**src/c_token_lexer_core_defines.svh**
```systemverilog
// ----------------------------------------------------------------------------
// c_token_lexer_core_defines
// assertion macros of the lexer, used by the output stage ctl_back
// ----------------------------------------------------------------------------
`ifndef C_TOKEN_LEXER_CORE_DEFINES_SVH
`define C_TOKEN_LEXER_CORE_DEFINES_SVH
`ifndef SYNTHESIS
`define CTL_ASSERT(name, clk, rst, prop, msg) \
   name: assert property (@(posedge clk) disable iff (rst) prop) else $error(msg);
`define CTL_ASSERT_ALWAYS(name, clk, prop, msg) \
   name: assert property (@(posedge clk) prop) else $error(msg);
`else
`define CTL_ASSERT(name, clk, rst, prop, msg)
`define CTL_ASSERT_ALWAYS(name, clk, prop, msg)
`endif
`endif

```
**src/ctl_pkg.sv**
```systemverilog
// ----------------------------------------------------------------------------
// ctl_pkg
// types, token codes and helper functions of the token lexer
// ----------------------------------------------------------------------------
package ctl_pkg;

   localparam int OFFSET_BITS_DEF = 20;
   localparam int ROW_BITS_DEF    = 16;
   localparam int COL_BITS        = 16;
   localparam int Q_DEPTH         = 4;
   localparam int Q_PTR_BITS      = 2;
   localparam int Q_CNT_BITS      = 3;

   localparam logic [5:0] TK_LPAREN  = 6'd0;
   localparam logic [5:0] TK_RPAREN  = 6'd1;
   localparam logic [5:0] TK_LBRACK  = 6'd2;
   localparam logic [5:0] TK_RBRACK  = 6'd3;
   localparam logic [5:0] TK_LBRACE  = 6'd4;
   localparam logic [5:0] TK_RBRACE  = 6'd5;
   localparam logic [5:0] TK_COMMA   = 6'd6;
   localparam logic [5:0] TK_DOT     = 6'd7;
   localparam logic [5:0] TK_VARARG  = 6'd8;
   localparam logic [5:0] TK_MINUS   = 6'd9;
   localparam logic [5:0] TK_PLUS    = 6'd10;
   localparam logic [5:0] TK_SEMI    = 6'd11;
   localparam logic [5:0] TK_STAR    = 6'd12;
   localparam logic [5:0] TK_SLASH   = 6'd13;
   localparam logic [5:0] TK_PERCENT = 6'd15;
   localparam logic [5:0] TK_BANG    = 6'd16;
   localparam logic [5:0] TK_ASSIGN  = 6'd18;
   localparam logic [5:0] TK_LT      = 6'd20;
   localparam logic [5:0] TK_GT      = 6'd22;
   localparam logic [5:0] TK_AMP     = 6'd24;
   localparam logic [5:0] TK_PIPE    = 6'd26;
   localparam logic [5:0] TK_INT     = 6'd28;
   localparam logic [5:0] TK_FLOAT   = 6'd29;
   localparam logic [5:0] TK_STRING  = 6'd30;
   localparam logic [5:0] TK_CHAR    = 6'd31;
   localparam logic [5:0] TK_IDENT   = 6'd32;
   localparam logic [5:0] TK_RETURN  = 6'd33;
   localparam logic [5:0] TK_IF      = 6'd34;
   localparam logic [5:0] TK_ELSE    = 6'd35;
   localparam logic [5:0] TK_FOR     = 6'd36;
   localparam logic [5:0] TK_WHILE   = 6'd37;
   localparam logic [5:0] TK_STRUCT  = 6'd38;
   localparam logic [5:0] TK_TYPEDEF = 6'd39;
   localparam logic [5:0] TK_EOF     = 6'd40;
   // kind returned for a dropped name
   localparam logic [5:0] TK_DROP    = 6'd0;

   localparam logic [1:0] ERR_NONE  = 2'd0;
   localparam logic [1:0] ERR_CHAR  = 2'd1;
   localparam logic [1:0] ERR_UNTERM = 2'd2;
   localparam logic [1:0] ERR_OVFL  = 2'd3;

   localparam logic [7:0] CH_TAB = 8'h09;
   localparam logic [7:0] CH_LF  = 8'h0A;
   localparam logic [7:0] CH_CR  = 8'h0D;

   localparam logic [31:0] INT_LIMIT = 32'h8000_0000;

   typedef enum logic [3:0] {
      M_IDLE, M_OP2, M_DOT1, M_DOT2, M_STR, M_CHR1, M_CHR2,
      M_NUM, M_NUMDOT, M_FRAC, M_NAME
   } mode_type;

   typedef struct packed {
      logic [5:0]  kind;
      logic [15:0] row;
      logic [15:0] column;
      logic [19:0] start;
      logic [19:0] length;
      logic [30:0] value;
      logic [1:0]  err;
   } result_type;

   typedef struct packed {
      logic [1:0]            cnt;
      result_type [2:0]      res;
   } bundle_type;

   typedef struct packed {
      logic       valid;
      bundle_type data;
   } q_port_type;

   function automatic logic is_digit(input logic [7:0] c);
      return (c >= "0") && (c <= "9");
   endfunction

   function automatic logic is_alpha(input logic [7:0] c);
      return ((c >= "a") && (c <= "z")) || ((c >= "A") && (c <= "Z"));
   endfunction

   function automatic logic [5:0] single_kind(input logic [7:0] c);
      case (c)
         "/":     return TK_SLASH;
         "!":     return TK_BANG;
         "=":     return TK_ASSIGN;
         "<":     return TK_LT;
         ">":     return TK_GT;
         "&":     return TK_AMP;
         default: return TK_PIPE;
      endcase
   endfunction

   function automatic logic [7:0] second_char(input logic [7:0] c);
      case (c)
         "/":     return "/";
         "&":     return "&";
         "|":     return "|";
         default: return "=";
      endcase
   endfunction

   // window holds the name little-endian, first char in the low byte
   function automatic logic [5:0] kw_lookup(input logic [63:0] win, input logic [3:0] len);
      logic [5:0] kind;
      kind = TK_IDENT;
      if (len == 4'd6 && win == {16'h0, "nruter"})  kind = TK_RETURN;
      if (len == 4'd2 && win == {48'h0, "fi"})      kind = TK_IF;
      if (len == 4'd4 && win == {32'h0, "esle"})    kind = TK_ELSE;
      if (len == 4'd3 && win == {40'h0, "rof"})     kind = TK_FOR;
      if (len == 4'd5 && win == {24'h0, "elihw"})   kind = TK_WHILE;
      if (len == 4'd6 && win == {16'h0, "tcurts"})  kind = TK_STRUCT;
      if (len == 4'd7 && win == {8'h0, "fedepyt"})  kind = TK_TYPEDEF;
      if (len == 4'd5 && win == {24'h0, "tsnoc"})   kind = TK_DROP;
      return kind;
   endfunction

endpackage

```
**src/ctl_if.sv**
```systemverilog
// ----------------------------------------------------------------------------
// ctl_if
// request and response channel interfaces of the token lexer
// ----------------------------------------------------------------------------
interface ctl_req_if;
   logic       valid;
   logic       ready;
   logic [7:0] text_byte;
   logic       end_of_text;
   modport source (output valid, text_byte, end_of_text, input ready);
   modport sink (input valid, text_byte, end_of_text, output ready);
endinterface

interface ctl_rsp_if;
   logic        valid;
   logic        ready;
   logic [5:0]  token_kind;
   logic [15:0] token_row;
   logic [15:0] token_column;
   logic [19:0] span_start;
   logic [19:0] span_length;
   logic [30:0] literal_value;
   logic [1:0]  error_code;
   logic        last_result;
   modport source (output valid, token_kind, token_row, token_column, span_start,
                   span_length, literal_value, error_code, last_result, input ready);
   modport sink (input valid, token_kind, token_row, token_column, span_start,
                 span_length, literal_value, error_code, last_result, output ready);
endinterface

```
**src/c_token_lexer_core.sv**
```systemverilog
// ----------------------------------------------------------------------------
// c_token_lexer_core
// streaming lexer for a small C-like language, one source byte per beat
// ----------------------------------------------------------------------------
// The scanner takes one byte every cycle while its four-entry bundle queue has
// room, and turns it into zero to three results in that same cycle. The output
// stage sends one result per cycle while the receiver is ready; with one result
// or fewer per byte and a ready receiver the block runs at one byte per clock. A
// result passes through the bundle queue and the output register before it
// appears. After an error or end of text the block drops every byte until reset.
module c_token_lexer_core
   import ctl_pkg::*;
#(
   parameter int OFFSET_BITS = OFFSET_BITS_DEF,
   parameter int ROW_BITS    = ROW_BITS_DEF
) (
   input  logic      clock,
   input  logic      reset,
   ctl_req_if.sink   req_if,
   ctl_rsp_if.source rsp_if,
   input  logic      csr_write_en,
   input  logic      csr_write_data
);

   logic       q_full, push, pop, take;
   bundle_type push_data;
   q_port_type head;

   assign req_if.ready = !q_full;
   assign take         = req_if.valid && !q_full;

   ctl_front #(
      .OFFSET_BITS (OFFSET_BITS),
      .ROW_BITS    (ROW_BITS)
   ) u_front (
      .clock          (clock),
      .reset          (reset),
      .take           (take),
      .text_byte      (req_if.text_byte),
      .end_of_text    (req_if.end_of_text),
      .csr_write_en   (csr_write_en),
      .csr_write_data (csr_write_data),
      .push           (push),
      .push_data      (push_data)
   );

   ctl_queue u_queue (
      .clock     (clock),
      .reset     (reset),
      .push      (push),
      .push_data (push_data),
      .pop       (pop),
      .full      (q_full),
      .head      (head)
   );

   ctl_back u_back (
      .clock (clock),
      .reset (reset),
      .head  (head),
      .pop   (pop),
      .rsp   (rsp_if)
   );

endmodule

```
**src/ctl_front.sv**
```systemverilog
// ----------------------------------------------------------------------------
// ctl_front
// scanner: takes one byte per beat, tracks lexer state, builds result bundles
// ----------------------------------------------------------------------------
module ctl_front
   import ctl_pkg::*;
#(
   parameter int OFFSET_BITS = OFFSET_BITS_DEF,
   parameter int ROW_BITS    = ROW_BITS_DEF
) (
   input  logic       clock,
   input  logic       reset,
   input  logic       take,
   input  logic [7:0] text_byte,
   input  logic       end_of_text,
   input  logic       csr_write_en,
   input  logic       csr_write_data,
   output logic       push,
   output bundle_type push_data
);

   mode_type               mode_ff, mode_in;
   logic [ROW_BITS-1:0]    row_ff, row_in;
   logic [COL_BITS-1:0]    col_ff, col_in;
   logic [OFFSET_BITS-1:0] off_ff, off_in;
   logic [OFFSET_BITS-1:0] tso_ff, tso_in;
   logic [COL_BITS-1:0]    tsc_ff, tsc_in;
   logic [31:0]            acc_ff, acc_in;
   logic [63:0]            win_ff, win_in;
   logic [3:0]             nlen_ff, nlen_in;
   logic                   stop_ff, stop_in;

   logic [1:0]             n;
   result_type [2:0]       res;
   logic                   again, nl_idle, nl_str;
   logic [7:0]             c;
   logic [OFFSET_BITS-1:0] pos, endp;
   logic [34:0]            prod;
   logic [5:0]             kw;
   logic [5:0]             pk;

   function automatic result_type mk(input logic [5:0] kind, input logic [ROW_BITS-1:0] row,
                                     input logic [COL_BITS-1:0] column,
                                     input logic [OFFSET_BITS-1:0] start,
                                     input logic [OFFSET_BITS-1:0] length,
                                     input logic [30:0] value, input logic [1:0] err);
      result_type r;
      r.kind   = kind;
      r.row    = 16'(row);
      r.column = column;
      r.start  = 20'(start);
      r.length = 20'(length);
      r.value  = value;
      r.err    = err;
      return r;
   endfunction

   always_comb begin
      mode_in = mode_ff;
      row_in  = row_ff;
      col_in  = col_ff;
      off_in  = off_ff;
      tso_in  = tso_ff;
      tsc_in  = tsc_ff;
      acc_in  = acc_ff;
      win_in  = win_ff;
      nlen_in = nlen_ff;
      stop_in = stop_ff;
      n       = 2'd0;
      res     = '0;
      again   = 1'b0;
      nl_idle = 1'b0;
      nl_str  = 1'b0;
      pk      = TK_PERCENT;
      c       = text_byte;
      pos     = off_ff;
      endp    = off_ff;
      prod    = ({3'b0, acc_ff} << 3) + ({3'b0, acc_ff} << 1) + 35'(c - "0");
      kw      = kw_lookup(win_ff, nlen_ff);

      if (stop_ff) begin
         // stopped: beats are taken and dropped
      end else if (end_of_text) begin
         unique case (mode_ff)
            M_OP2: begin
               res[n] = mk(single_kind(win_ff[7:0]), row_in, tsc_in, tso_in,
                           OFFSET_BITS'(1), '0, ERR_NONE);
               n = n + 2'd1;
            end
            M_DOT2: begin
               res[n] = mk(TK_DOT, row_in, tsc_in, tso_in, OFFSET_BITS'(1), '0, ERR_NONE);
               n = n + 2'd1;
               tso_in = tso_in + OFFSET_BITS'(1);
               tsc_in = tsc_in + COL_BITS'(1);
               res[n] = mk(TK_DOT, row_in, tsc_in, tso_in, OFFSET_BITS'(1), '0, ERR_NONE);
               n = n + 2'd1;
            end
            M_DOT1: begin
               res[n] = mk(TK_DOT, row_in, tsc_in, tso_in, OFFSET_BITS'(1), '0, ERR_NONE);
               n = n + 2'd1;
            end
            M_STR, M_CHR1, M_CHR2: begin
               res[n] = mk(TK_EOF, row_in, tsc_in, tso_in, pos - tso_in, '0, ERR_UNTERM);
               n = n + 2'd1;
               stop_in = 1'b1;
            end
            M_NUM, M_NUMDOT: begin
               endp = (mode_ff == M_NUMDOT) ? pos - OFFSET_BITS'(1) : pos;
               if (acc_ff >= INT_LIMIT) begin
                  res[n] = mk(TK_EOF, row_in, tsc_in, tso_in, endp - tso_in, '0, ERR_OVFL);
                  stop_in = 1'b1;
               end else begin
                  res[n] = mk(TK_INT, row_in, tsc_in, tso_in, endp - tso_in, acc_ff[30:0],
                              ERR_NONE);
               end
               n = n + 2'd1;
               if (!stop_in && mode_ff == M_NUMDOT) begin
                  tso_in = pos - OFFSET_BITS'(1);
                  tsc_in = col_ff - COL_BITS'(1);
                  res[n] = mk(TK_DOT, row_in, tsc_in, tso_in, OFFSET_BITS'(1), '0, ERR_NONE);
                  n = n + 2'd1;
               end
            end
            M_FRAC: begin
               res[n] = mk(TK_FLOAT, row_in, tsc_in, tso_in, pos - tso_in, '0, ERR_NONE);
               n = n + 2'd1;
            end
            M_NAME: begin
               if (kw != TK_DROP) begin
                  res[n] = mk(kw, row_in, tsc_in, tso_in, pos - tso_in, '0, ERR_NONE);
                  n = n + 2'd1;
               end
            end
            default: begin
            end
         endcase
         if (!stop_in) begin
            res[n] = mk(TK_EOF, row_in, tsc_in, pos, '0, '0, ERR_NONE);
            n = n + 2'd1;
         end
         mode_in = M_IDLE;
         stop_in = 1'b1;
      end else begin
         mode_in = M_IDLE;
         unique case (mode_ff)
            M_OP2: begin
               if (c == second_char(win_ff[7:0])) begin
                  res[n] = mk(single_kind(win_ff[7:0]) + 6'd1, row_in, tsc_in, tso_in,
                              OFFSET_BITS'(2), '0, ERR_NONE);
               end else begin
                  res[n] = mk(single_kind(win_ff[7:0]), row_in, tsc_in, tso_in,
                              OFFSET_BITS'(1), '0, ERR_NONE);
                  again = 1'b1;
               end
               n = n + 2'd1;
            end
            M_DOT1: begin
               if (c == ".") begin
                  mode_in = M_DOT2;
               end else begin
                  res[n] = mk(TK_DOT, row_in, tsc_in, tso_in, OFFSET_BITS'(1), '0, ERR_NONE);
                  n = n + 2'd1;
                  again = 1'b1;
               end
            end
            M_DOT2: begin
               if (c == ".") begin
                  res[n] = mk(TK_VARARG, row_in, tsc_in, tso_in, OFFSET_BITS'(3), '0,
                              ERR_NONE);
                  n = n + 2'd1;
               end else begin
                  res[n] = mk(TK_DOT, row_in, tsc_in, tso_in, OFFSET_BITS'(1), '0, ERR_NONE);
                  n = n + 2'd1;
                  res[n] = mk(TK_DOT, row_in, tsc_in + COL_BITS'(1), tso_in + OFFSET_BITS'(1),
                              OFFSET_BITS'(1), '0, ERR_NONE);
                  n = n + 2'd1;
                  again = 1'b1;
               end
            end
            M_STR: begin
               mode_in = M_STR;
               if (c == "\"") begin
                  mode_in = M_IDLE;
                  res[n] = mk(TK_STRING, row_in, tsc_in, tso_in + OFFSET_BITS'(1),
                              pos - tso_in - OFFSET_BITS'(1), '0, ERR_NONE);
                  n = n + 2'd1;
               end else if (c == CH_LF) begin
                  row_in = row_in + ROW_BITS'(1);
                  nl_str = 1'b1;
               end
            end
            M_CHR1: begin
               win_in  = {56'h0, c};
               mode_in = M_CHR2;
            end
            M_CHR2: begin
               res[n] = mk(TK_CHAR, row_in, tsc_in, tso_in, OFFSET_BITS'(3),
                           {23'h0, win_ff[7:0]}, ERR_NONE);
               n = n + 2'd1;
            end
            M_NUM: begin
               mode_in = M_NUM;
               if (is_digit(c)) begin
                  if (nlen_ff == 4'd0) begin
                     // saturate so overflow stays visible
                     acc_in = (prod > 35'(INT_LIMIT)) ? INT_LIMIT : prod[31:0];
                  end
               end else if (is_alpha(c)) begin
                  nlen_in = 4'd1;
               end else if (c == ".") begin
                  mode_in = M_NUMDOT;
               end else begin
                  mode_in = M_IDLE;
                  if (acc_ff >= INT_LIMIT) begin
                     res[n] = mk(TK_EOF, row_in, tsc_in, tso_in, pos - tso_in, '0, ERR_OVFL);
                     stop_in = 1'b1;
                  end else begin
                     res[n] = mk(TK_INT, row_in, tsc_in, tso_in, pos - tso_in, acc_ff[30:0],
                                 ERR_NONE);
                  end
                  n = n + 2'd1;
                  again = 1'b1;
               end
            end
            M_NUMDOT: begin
               if (is_digit(c)) begin
                  mode_in = M_FRAC;
               end else begin
                  endp = pos - OFFSET_BITS'(1);
                  if (acc_ff >= INT_LIMIT) begin
                     res[n] = mk(TK_EOF, row_in, tsc_in, tso_in, endp - tso_in, '0, ERR_OVFL);
                     stop_in = 1'b1;
                  end else begin
                     res[n] = mk(TK_INT, row_in, tsc_in, tso_in, endp - tso_in, acc_ff[30:0],
                                 ERR_NONE);
                  end
                  n = n + 2'd1;
                  if (!stop_in) begin
                     tso_in = endp;
                     tsc_in = col_ff - COL_BITS'(1);
                     if (c == ".") begin
                        mode_in = M_DOT2;
                     end else begin
                        res[n] = mk(TK_DOT, row_in, tsc_in, tso_in, OFFSET_BITS'(1), '0,
                                    ERR_NONE);
                        n = n + 2'd1;
                        again = 1'b1;
                     end
                  end
               end
            end
            M_FRAC: begin
               mode_in = M_FRAC;
               if (!is_digit(c)) begin
                  mode_in = M_IDLE;
                  res[n] = mk(TK_FLOAT, row_in, tsc_in, tso_in, pos - tso_in, '0, ERR_NONE);
                  n = n + 2'd1;
                  again = 1'b1;
               end
            end
            M_NAME: begin
               mode_in = M_NAME;
               if (is_alpha(c) || is_digit(c) || c == "_") begin
                  if (nlen_ff < 4'd8) begin
                     win_in = win_ff | ({56'h0, c} << {nlen_ff[2:0], 3'b000});
                  end
                  if (nlen_ff < 4'd9) begin
                     nlen_in = nlen_ff + 4'd1;
                  end
               end else begin
                  mode_in = M_IDLE;
                  if (kw != TK_DROP) begin
                     res[n] = mk(kw, row_in, tsc_in, tso_in, pos - tso_in, '0, ERR_NONE);
                     n = n + 2'd1;
                  end
                  again = 1'b1;
               end
            end
            default: begin
               again = 1'b1;
            end
         endcase

         if (again && !stop_in) begin
            tso_in = pos;
            tsc_in = col_ff;
            case (c) inside
               "(", ")", "[", "]", "{", "}", ",", "-", "+", ";", "*", "%": begin
                  case (c)
                     "(":     pk = TK_LPAREN;
                     ")":     pk = TK_RPAREN;
                     "[":     pk = TK_LBRACK;
                     "]":     pk = TK_RBRACK;
                     "{":     pk = TK_LBRACE;
                     "}":     pk = TK_RBRACE;
                     ",":     pk = TK_COMMA;
                     "-":     pk = TK_MINUS;
                     "+":     pk = TK_PLUS;
                     ";":     pk = TK_SEMI;
                     "*":     pk = TK_STAR;
                     default: pk = TK_PERCENT;
                  endcase
                  res[n] = mk(pk, row_in, col_ff, pos, OFFSET_BITS'(1), '0, ERR_NONE);
                  n = n + 2'd1;
               end
               ".": mode_in = M_DOT1;
               "/", "!", "=", "<", ">", "&", "|": begin
                  mode_in = M_OP2;
                  win_in  = {56'h0, c};
               end
               " ", CH_CR, CH_TAB: begin
               end
               CH_LF: begin
                  row_in  = row_in + ROW_BITS'(1);
                  nl_idle = 1'b1;
               end
               "\"": mode_in = M_STR;
               "'":  mode_in = M_CHR1;
               default: begin
                  if (is_digit(c)) begin
                     mode_in = M_NUM;
                     acc_in  = {24'h0, c - "0"};
                     nlen_in = 4'd0;
                  end else if (is_alpha(c) || c == "_") begin
                     mode_in = M_NAME;
                     win_in  = {56'h0, c};
                     nlen_in = 4'd1;
                  end else begin
                     res[n] = mk(TK_EOF, row_in, col_ff, pos, OFFSET_BITS'(1), '0, ERR_CHAR);
                     n = n + 2'd1;
                     stop_in = 1'b1;
                     mode_in = M_IDLE;
                  end
               end
            endcase
         end

         off_in = pos + OFFSET_BITS'(1);
         col_in = nl_idle ? '0 : (nl_str ? COL_BITS'(1) : col_ff + COL_BITS'(1));
      end
   end

   assign push          = take && (n != 2'd0);
   assign push_data.cnt = n;
   assign push_data.res = res;

   always_ff @(posedge clock) begin
      if (reset) begin
         mode_ff <= M_IDLE;
         row_ff  <= ROW_BITS'(1);
         col_ff  <= '0;
         off_ff  <= '0;
         tso_ff  <= '0;
         tsc_ff  <= '0;
         acc_ff  <= '0;
         win_ff  <= '0;
         nlen_ff <= '0;
         stop_ff <= 1'b0;
      end else if (take) begin
         mode_ff <= mode_in;
         row_ff  <= row_in;
         col_ff  <= col_in;
         off_ff  <= off_in;
         tso_ff  <= tso_in;
         tsc_ff  <= tsc_in;
         acc_ff  <= acc_in;
         win_ff  <= win_in;
         nlen_ff <= nlen_in;
         stop_ff <= stop_in;
      end else if (csr_write_en) begin
         // the row start only follows while nothing has been scanned
         if (off_ff == '0 && mode_ff == M_IDLE && !stop_ff) begin
            row_ff <= ROW_BITS'(csr_write_data);
         end
      end
   end

endmodule

```
**src/ctl_queue.sv**
```systemverilog
// ----------------------------------------------------------------------------
// ctl_queue
// short bundle queue between scanner and output stage
// ----------------------------------------------------------------------------
module ctl_queue
   import ctl_pkg::*;
(
   input  logic       clock,
   input  logic       reset,
   input  logic       push,
   input  bundle_type push_data,
   input  logic       pop,
   output logic       full,
   output q_port_type head
);

   bundle_type             mem_ff [Q_DEPTH];
   logic [Q_PTR_BITS-1:0]  wr_ptr_ff, wr_ptr_in;
   logic [Q_PTR_BITS-1:0]  rd_ptr_ff, rd_ptr_in;
   logic [Q_CNT_BITS-1:0]  cnt_ff, cnt_in;
   logic                   do_pop;

   always_comb begin
      do_pop    = pop && (cnt_ff != '0);
      wr_ptr_in = push ? wr_ptr_ff + Q_PTR_BITS'(1) : wr_ptr_ff;
      rd_ptr_in = do_pop ? rd_ptr_ff + Q_PTR_BITS'(1) : rd_ptr_ff;
      cnt_in    = cnt_ff + Q_CNT_BITS'(push) - Q_CNT_BITS'(do_pop);
   end

   assign full       = (cnt_ff == Q_CNT_BITS'(Q_DEPTH));
   assign head.valid = (cnt_ff != '0);
   assign head.data  = mem_ff[rd_ptr_ff];

   always_ff @(posedge clock) begin
      if (push) begin
         mem_ff[wr_ptr_ff] <= push_data;
      end
   end

   always_ff @(posedge clock) begin
      if (reset) begin
         wr_ptr_ff <= '0;
         rd_ptr_ff <= '0;
         cnt_ff    <= '0;
      end else begin
         wr_ptr_ff <= wr_ptr_in;
         rd_ptr_ff <= rd_ptr_in;
         cnt_ff    <= cnt_in;
      end
   end

endmodule

```
**src/ctl_back.sv**
```systemverilog
// ----------------------------------------------------------------------------
// ctl_back
// output stage: while the receiver is ready, unpacks each bundle into one result beat per cycle
// ----------------------------------------------------------------------------
`include "c_token_lexer_core_defines.svh"
module ctl_back
   import ctl_pkg::*;
(
   input  logic       clock,
   input  logic       reset,
   input  q_port_type head,
   output logic       pop,
   ctl_rsp_if.source  rsp
);

   bundle_type bnd_ff;
   logic [1:0] idx_ff;
   logic       busy_ff;
   logic       fire, at_last;
   result_type cur;

   always_comb begin
      fire    = busy_ff && rsp.ready;
      at_last = (idx_ff == bnd_ff.cnt - 2'd1);
      pop     = head.valid && (!busy_ff || (fire && at_last));
      cur     = bnd_ff.res[idx_ff];
   end

   assign rsp.valid         = busy_ff;
   assign rsp.token_kind    = cur.kind;
   assign rsp.token_row     = cur.row;
   assign rsp.token_column  = cur.column;
   assign rsp.span_start    = cur.start;
   assign rsp.span_length   = cur.length;
   assign rsp.literal_value = cur.value;
   assign rsp.error_code    = cur.err;
   assign rsp.last_result   = at_last;

   always_ff @(posedge clock) begin
      if (pop) begin
         bnd_ff <= head.data;
      end
   end

   always_ff @(posedge clock) begin
      if (reset) begin
         busy_ff <= 1'b0;
         idx_ff  <= '0;
      end else if (pop) begin
         busy_ff <= 1'b1;
         idx_ff  <= '0;
      end else if (fire) begin
         if (at_last) begin
            busy_ff <= 1'b0;
         end else begin
            idx_ff <= idx_ff + 2'd1;
         end
      end
   end

   `CTL_ASSERT(a_busy_nonempty, clock, reset, busy_ff |-> bnd_ff.cnt != 2'd0, "empty bundle shown")
   `CTL_ASSERT(a_idx_range, clock, reset, busy_ff |-> idx_ff < bnd_ff.cnt, "beat index past bundle")
   `CTL_ASSERT(a_stall_hold, clock, reset, (busy_ff && !rsp.ready) |=> (busy_ff && $stable(idx_ff)), "stalled beat moved")
   `CTL_ASSERT_ALWAYS(a_reset_idle, clock, $past(reset) |-> !busy_ff, "output busy after reset")

endmodule

```
**src/flat_wrapper.sv**
```systemverilog
// flat-port wrapper written by rule: the top's interface ports become plain ports
module c_token_lexer_core_flat import ctl_pkg::*;
#(
   parameter int OFFSET_BITS = OFFSET_BITS_DEF,
   parameter int ROW_BITS    = ROW_BITS_DEF
)
  (clock, reset, csr_write_en, csr_write_data, req_if_valid, req_if_text_byte, req_if_end_of_text, req_if_ready, rsp_if_valid, rsp_if_token_kind, rsp_if_token_row, rsp_if_token_column, rsp_if_span_start, rsp_if_span_length, rsp_if_literal_value, rsp_if_error_code, rsp_if_last_result, rsp_if_ready);
  ctl_req_if req_if_i ();
  ctl_rsp_if rsp_if_i ();
  input  logic clock;
  input  logic reset;
  input  logic csr_write_en;
  input  logic csr_write_data;
  input wire logic [$bits(req_if_i.valid)-1:0] req_if_valid;
  input wire logic [$bits(req_if_i.text_byte)-1:0] req_if_text_byte;
  input wire logic [$bits(req_if_i.end_of_text)-1:0] req_if_end_of_text;
  output wire logic [$bits(req_if_i.ready)-1:0] req_if_ready;
  output wire logic [$bits(rsp_if_i.valid)-1:0] rsp_if_valid;
  output wire logic [$bits(rsp_if_i.token_kind)-1:0] rsp_if_token_kind;
  output wire logic [$bits(rsp_if_i.token_row)-1:0] rsp_if_token_row;
  output wire logic [$bits(rsp_if_i.token_column)-1:0] rsp_if_token_column;
  output wire logic [$bits(rsp_if_i.span_start)-1:0] rsp_if_span_start;
  output wire logic [$bits(rsp_if_i.span_length)-1:0] rsp_if_span_length;
  output wire logic [$bits(rsp_if_i.literal_value)-1:0] rsp_if_literal_value;
  output wire logic [$bits(rsp_if_i.error_code)-1:0] rsp_if_error_code;
  output wire logic [$bits(rsp_if_i.last_result)-1:0] rsp_if_last_result;
  input wire logic [$bits(rsp_if_i.ready)-1:0] rsp_if_ready;
  assign req_if_i.valid = req_if_valid;
  assign req_if_i.text_byte = req_if_text_byte;
  assign req_if_i.end_of_text = req_if_end_of_text;
  assign req_if_ready = req_if_i.ready;
  assign rsp_if_valid = rsp_if_i.valid;
  assign rsp_if_token_kind = rsp_if_i.token_kind;
  assign rsp_if_token_row = rsp_if_i.token_row;
  assign rsp_if_token_column = rsp_if_i.token_column;
  assign rsp_if_span_start = rsp_if_i.span_start;
  assign rsp_if_span_length = rsp_if_i.span_length;
  assign rsp_if_literal_value = rsp_if_i.literal_value;
  assign rsp_if_error_code = rsp_if_i.error_code;
  assign rsp_if_last_result = rsp_if_i.last_result;
  assign rsp_if_i.ready = rsp_if_ready;
  c_token_lexer_core #(.OFFSET_BITS(OFFSET_BITS), .ROW_BITS(ROW_BITS)) u_core (.clock(clock), .reset(reset), .req_if(req_if_i), .rsp_if(rsp_if_i), .csr_write_en(csr_write_en), .csr_write_data(csr_write_data));
endmodule
```
**config.mk**
```make
export PLATFORM = sky130hd
export DESIGN_NAME = c_token_lexer_core_flat
export DESIGN_NICKNAME = d
export VERILOG_FILES = /design/src/ctl_pkg.sv /design/src/ctl_if.sv /design/src/c_token_lexer_core.sv /design/src/ctl_front.sv /design/src/ctl_queue.sv /design/src/ctl_back.sv /design/src/flat_wrapper.sv
export VERILOG_INCLUDE_DIRS = /design/src /design/src/src
export SDC_FILE = /design/constraint.sdc
export NUM_CORES = 2
export LEC_CHECK = 0
export ABC_CLOCK_PERIOD_IN_PS = 41600
export BUFFER_PORTS_ARGS = -buffer_cell sky130_fd_sc_hd__buf_2
export CORE_MARGIN = 10
export CORE_UTILIZATION = 56
export DETAILED_ROUTE_END_ITERATION = 10
export GPL_TIMING_DRIVEN = 0
export PLACE_DENSITY = 0.78
export SETUP_SLACK_MARGIN = 0.3
export SLEW_MARGIN = 20
export SYNTH_ARGS = -nofsm -noshare
export SYNTH_HDL_FRONTEND = slang
export SYNTH_SLANG_ARGS = --single-unit
```
**constraint.sdc**
```tcl
create_clock -name clock -period 41.6 [get_ports clock]
set_input_delay 6.24 -clock clock [delete_from_list [all_inputs] [get_ports clock]]
set_output_delay 6.24 -clock clock [all_outputs]
set_load 0.005 [all_outputs]
```
## After elaboration in Yosys (flattened, before gate mapping)

Memories as Yosys holds them, arrays and structs flattened. A register that Yosys moved wholly into a read port is not among the register bits.
Index checks and enable logic that the tools add are counted.

| cells by class | value |
|---|---|
| $add $sub $neg | 26 |
| order comparisons | 15 |
| equal/unequal tests | 67 |
| shifts and indexed selects | 1 |
| mux-type cells | 259 |
| bitwise logic cells | 4 |
| reduce and logical (&&, ||, !) cells | 60 |

Operators with widths:

| operator | count |
|---|---|
| $mux 333 | 13 |
| $mux 111 | 20 |
| $bwmux 333 | 3 |
| $pmux 111 s9 | 1 |
| $mux 64 | 12 |
| $pmux 111 s6 | 1 |
| $mux 108 | 5 |
| $demux 111 s2 | 2 |
| $pmux 111 s2 | 2 |
| $mux 16 | 26 |
| $mux 32 | 13 |
| $bmux 111 s2 | 1 |
| $mux 222 | 1 |
| $mux 110 | 2 |
| $eq 8x6->1 const B | 24 |
| $mux 20 | 7 |
| $eq 64x39->1 const B | 2 |
| $eq 64x47->1 const B | 2 |
| $pmux 64 s2 | 1 |
| $mux 4 | 31 |
| $mux 109 | 1 |
| $mux 6 | 15 |
| $add 16x1->16 const B | 4 |
| $eq 64x15->1 const B | 1 |
| 75 further kinds | 242 |

| storage, ports and cells | value |
|---|---|
| register bits after elaboration | 203 |
| memory bits (writable) | 1,340 |
| input port bits | 15 |
| output and inout bits | 114 |
| memories | 1 |

Memories:

| memory | depth | bits a word | read ports | clocked after Yosys merged registers in | write ports | line | text |
|---|---|---|---|---|---|---|---|
| u_core.u_queue.mem_ff | 4 | 335 | 1 | 1 | 1 | ctl_queue.sv:17 | `bundle_type mem_ff [Q_DEPTH];` |

## Longest topological paths before layout

| depth | value |
|---|---|
| depth after elaboration | 33 |
| gate-level depth with buffers | 25 |

## Hierarchy

Synthesis repeated with hierarchy kept, for this count alone.

| unflattened totals | value |
|---|---|
| cells, all modules | 6,268 |
| area total of the unflattened synthesis | 87,005.9 µm² |

By module, submodules not included:

| module | instances | cells each | area each (µm²) | sequential area each (µm²) |
|---|---|---|---|---|
| ctl_queue | 1 | 1,795 | 48,723.0 | 40,418.8 |
| ctl_front | 1 | 3,738 | 25,645.8 | 3,863.7 |
| ctl_back | 1 | 733 | 12,627.1 | 10,119.7 |
| c_token_lexer_core | 1 | 2 | 10.0 | 0.0 |

## Worst setup path before layout

Ideal clock, no wire load.

| timing | value |
|---|---|
| path kind | input -> register |
| from | input port rsp_if_ready |
| to | register u_core.u_queue.cnt_ff[2] |
| arrival time | 20,130 ps |
| required time | 41,472 ps |
| path slack | 21,342 ps |
| stages on the path | 10 |
| path buffers | 0 |
| cell sequence | nand2_1 -> a21oi_1 -> ha_1 -> inv_1 -> ha_1 -> inv_1 -> fa_1 -> xor2_1 -> xnor2_1 -> nor2_1 |

| between the ends | value |
|---|---|
| longest elaborated chain between the ends | 6 |

Ends and longest elaborated chain:

| item | line | text |
|---|---|---|
| from (decl) | flat_wrapper.sv:27 | `input wire logic [$bits(rsp_if_i.ready)-1:0] rsp_if_ready;` |
| $logic_and 1x1->1 | ctl_back.sv:23 | `fire = busy_ff && rsp.ready;` |
| $logic_and 1x1->1 | ctl_back.sv:25 | `pop = head.valid && (!busy_ff \|\| (fire && at_last));` |
| $logic_or 1x1->1 | ctl_back.sv:25 |  |
| $logic_and 1x1->1 | ctl_back.sv:25 |  |
| net u_core.pop | c_token_lexer_core.sv:25 | `logic q_full, push, pop, take;` |
| $logic_and 1x1->1 | ctl_queue.sv:24 | `do_pop = pop && (cnt_ff != '0);` |
| $sub 3x1->3 | ctl_queue.sv:27 | `cnt_in = cnt_ff + Q_CNT_BITS'(push) - Q_CNT_BITS'(do_pop);` |
| to (signal assigned) | ctl_queue.sv:48 | `cnt_ff <= cnt_in;` |
| to (decl) | ctl_queue.sv:20 | `logic [Q_CNT_BITS-1:0] cnt_ff, cnt_in;` |

The timed path passes the listed nets, and every way through them passes these cells.
A chain may end at the register's enable or synchronous reset.

==> run summary <==
Async SR Flop Fraction - 0
Ranking of synthesized cells by area - edfxtp_1 (51%), mux4_2 (7.7%), dfxtp_1 (6.0%)
Row count - 127
Min-delay worst type - reg -> reg
Vias in the first global route - 51099
Hold Crit Depth - 1
Reg-to-reg slack, setup - 33.69 ns
Hold Path End - u_core.u_front.win_ff[61]$_SDFFE_PP0P_
Most instantiated library cell after synthesis - edfxtp_1
Multi-input logic area - 27200 µm²
Initial antenna violation count - 5
YS warnings - 0
Seq pwr share - 0.432
Root buffer cell - clkbuf_16
Synth unique cells - 107
Post-CTS setup buffer count - 0
Count of clock tree sinks - 1358
Fin Hold WS - 0.465 ns
Min Tclk post-route - 14.01 ns
First-pass GRT wire length - 360000 µm
Share of the synthesized area in the top cell type - 0.513
Post-synthesis mux area share - 0.0875
Synth Instances - 5501
Final period util - 0.337
Core area - 120000 µm²
HP Start - u_core.u_front.win_ff[61]$_SDFFE_PP0P_
Setup TNS - 0 ns
Synth Area in Compound Gates - 0.135
CP required - 42.01 ns
Area delta synth->final - 12.5%
Part of the power in the clock network - 0.297
Die H - 368 µm
Lkg Pwr - 24.7 nW
First-pass iteration count of the detailed router - 8
Comb power frac - 0.271
RSZ-0062 raised after global routing - no
Routed Antenna Nets - 0
Fillers - 8916
Max_slew headroom - 0.130
Die Footprint - 135000 µm²
DP Worst Slack - 27.65 ns
Layout cells sized above 1 - 0.126
CP Capture Type - flop
WL/cell - 33.4 µm
Critical R2R Launch - u_core.u_front.mode_ff[3]$_SDFFE_PP0P_
CP startpoint - req_if_text_byte[4]
Initial core utilization - 0.564
CP arrival - 14.42 ns
Kind of critical path - in -> reg
Max VDD drop - 0.0587 mV
FF+latch count, synth - 1358
Resized Gates After CTS - 0
PortBufs - 128
# IOs - 129
Synth Area in Adders - 0.0333
Number of H-tree levels - 4
Worst Reg-to-Reg Cells - 15
CP Max Fanout - 10
Element type at the critical path start - input port
Mean Syn Cell Area - 12.3 µm²
Final Max Slew Viols - 0
Max Freq - 71.4 MHz
Post-Synth Simple-Gate Area - 0.114
Seq/Total Area, Yosys - 0.573
Placed Cells - 7286
Worst-Skew Late Latency - 0.81 ns
Fin cells - 7537
Int Power - 0.00292 W
NetSw - 0.00135 W
Mapped cell area - 67600 µm²
Cts hold-fix bufs - 0
Via count - 52640
GRT Overall Usage - 0.363
Layout Nets - 5989
Drc violations - 0
XOR/XNOR share of the synthesized area - 0.0293
Synth Flop Type - edfxtp_1
Vias per inst - 6.98
Final Hold Viols - 0
Least-Margin Pin Slew - 1.30 ns
Die X - 368 µm
Pwr Total - 0.00427 W
Storage cell area - 38700 µm²
Leading area contributor after synthesis - edfxtp_1
Largest net degree at the start of global routing - 46
Switching Share - 0.316
Post-synth EDFFs - 1155
Initial DRC Count - 8356
Status - finished clean
Syn Nets - 5675
Main combinational cell family by area after synthesis - compound AO/OA/AOI/OAI gates
GP Congestion - 1.06
Max Root-Sink Buffers - 3
Clk_skew - 0.0433 ns
Dpl hpwl - 177000 µm
Top post-synthesis cells by count - edfxtp_1 (1155), nand2_1 (434), nor2_1 (372)
CTS tree - yes
RR Endpoint - u_core.u_queue.mem_ff[1][105]$_DFFE_PP_
Clock-pin slew on the worst setup and hold paths - 0.06 ns
Endpoints failing setup - 0
Max cap viols - 0
Worst setup margin - 27.59 ns
PD cells - 56.2 nW/µm²
Routed wire length - 252000 µm
Gr ovfl total - 0
TritonCTS Buffers - 138
[power groups by stage]
stage / clock (W) / combinational (W) / sequential [W]
final: 0.00127 / 0.00116 / 0.00185
after global routing: 0.00133 / 0.00122 / 0.00186
after CTS: 0.00128 / 0.00114 / 0.00185
after detailed placement: 0 / 0.00112 / 0.00186
after global placement: 0 / 0.00102 / 0.00199
after floorplan: 0 / 0.000658 / 0.00191
[flip-flops by register name (all words and copies together), names as in the netlist, 4 cells and up]
register and cells:
u_core.u_front.acc_ff 32, u_core.u_front.win_ff 64, u_core.u_back.bnd_ff 231, u_core.u_front.nlen_ff 4, u_core.u_front.mode_ff 4, u_core.u_front.row_ff 16
u_core.u_front.col_ff 16, u_core.u_queue.mem_ff 924, u_core.u_front.tso_ff 20, u_core.u_front.off_ff 20, u_core.u_front.tsc_ff 16
[per-stage QoR]
step | util | area [µm²]
2_1_floorplan | - | 67600
3_3_place_gp | 0.586 | 70300
3_5_place_dp | 0.596 | 71500
4_1_cts | 0.634 | 76000
5_1_grt | 0.634 | 76100
6_report | 0.634 | 76100
[how the worst max path moves through the flow]
stage	end	cells past startpoint
after floorplan	u_core.u_queue.cnt_ff[2]$_SDFF_PP0_	10
after global placement	u_core.u_queue.cnt_ff[2]$_SDFF_PP0_	11
after detailed placement	u_core.u_queue.mem_ff[0][105]$_DFFE_PP_	19
after CTS	u_core.u_queue.mem_ff[3][105]$_DFFE_PP_	19
after global routing	u_core.u_queue.mem_ff[3][105]$_DFFE_PP_	19
final	u_core.u_queue.mem_ff[1][105]$_DFFE_PP_	19
[critical path, cell delays in order]
cell	delay, ns
buf_2	0.14
clkbuf_1	0.42
inv_1	0.20
ha_1	0.33
or4b_1	0.19
clkbuf_1	0.32
or2_2	0.18
clkbuf_1	0.59
nand3_1	0.69
nand2_1	0.61
inv_1	0.28
ha_1	0.27
clkbuf_1	0.34
inv_1	0.45
nor2_1	0.16
a21boi_1	1.04
clkbuf_1	0.64
o21ai_0	0.28
a31oi_1	1.02
[layer usage]
layer | global-route usage | part of all wire | vias up
met5 | 0.00498 | 0.00046 | -
met4 | 0.180 | 0.060 | 8
met3 | 0.104 | 0.12 | 819
met2 | 0.555 | 0.44 | 3768
met1 | 0.473 | 0.38 | 26215
li1 | - | - | 21830
[layout make-up]
type                            instances  area share
Clock inverter                         75      0.0121
Clock buffer                          173      0.0482
Buffer                                377      0.0199
Inverter                              112     0.00552
Timing Repair Buffer                  174      0.0217
Tap cell                             1612      0.0265
Multi-Input combinational cell       3654       0.357
Antenna cell                            2   0.0000658
Sequential cell                      1358       0.509
[placed cells by master, fill, tap and decap left out, types with 30 or more instances in the layout]
cell,n
dfxtp_1,203
o211ai_1,41
inv_1,110
buf_2,148
o2bb2ai_1,57
edfxtp_1,1155
nand3_1,128
nand2_1,434
clkbuf_1,319
a21o_1,45
a221oi_1,53
nor2_1,369
a22oi_1,37
buf_1,44
and3_1,45
a31oi_1,43
xor2_1,70
ha_1,124
mux2i_1,66
nor3_1,110
buf_16,30
a21oi_1,356
nand2b_1,48
xnor2_1,156
and2_1,146
nor2b_1,37
nand4_1,43
o21ai_0,346
a211oi_1,86
mux4_2,231
nor4_1,33
clkbuf_16,138
fa_1,35
o22ai_1,56
[cells by family (layout without fill, tap and decap cells)]
kind of cell	after synthesis	in the layout
and+or+nand+nor	1564	1564
other	0	2
xor gates and xnor gates	226	226
AOI/OAI and AO/OA	1403	1403
adders and majority gates	159	159
DFF	1358	1358
buffers and inverters	489	911
muxes	302	302
Power figures use the tool's default switching activity.
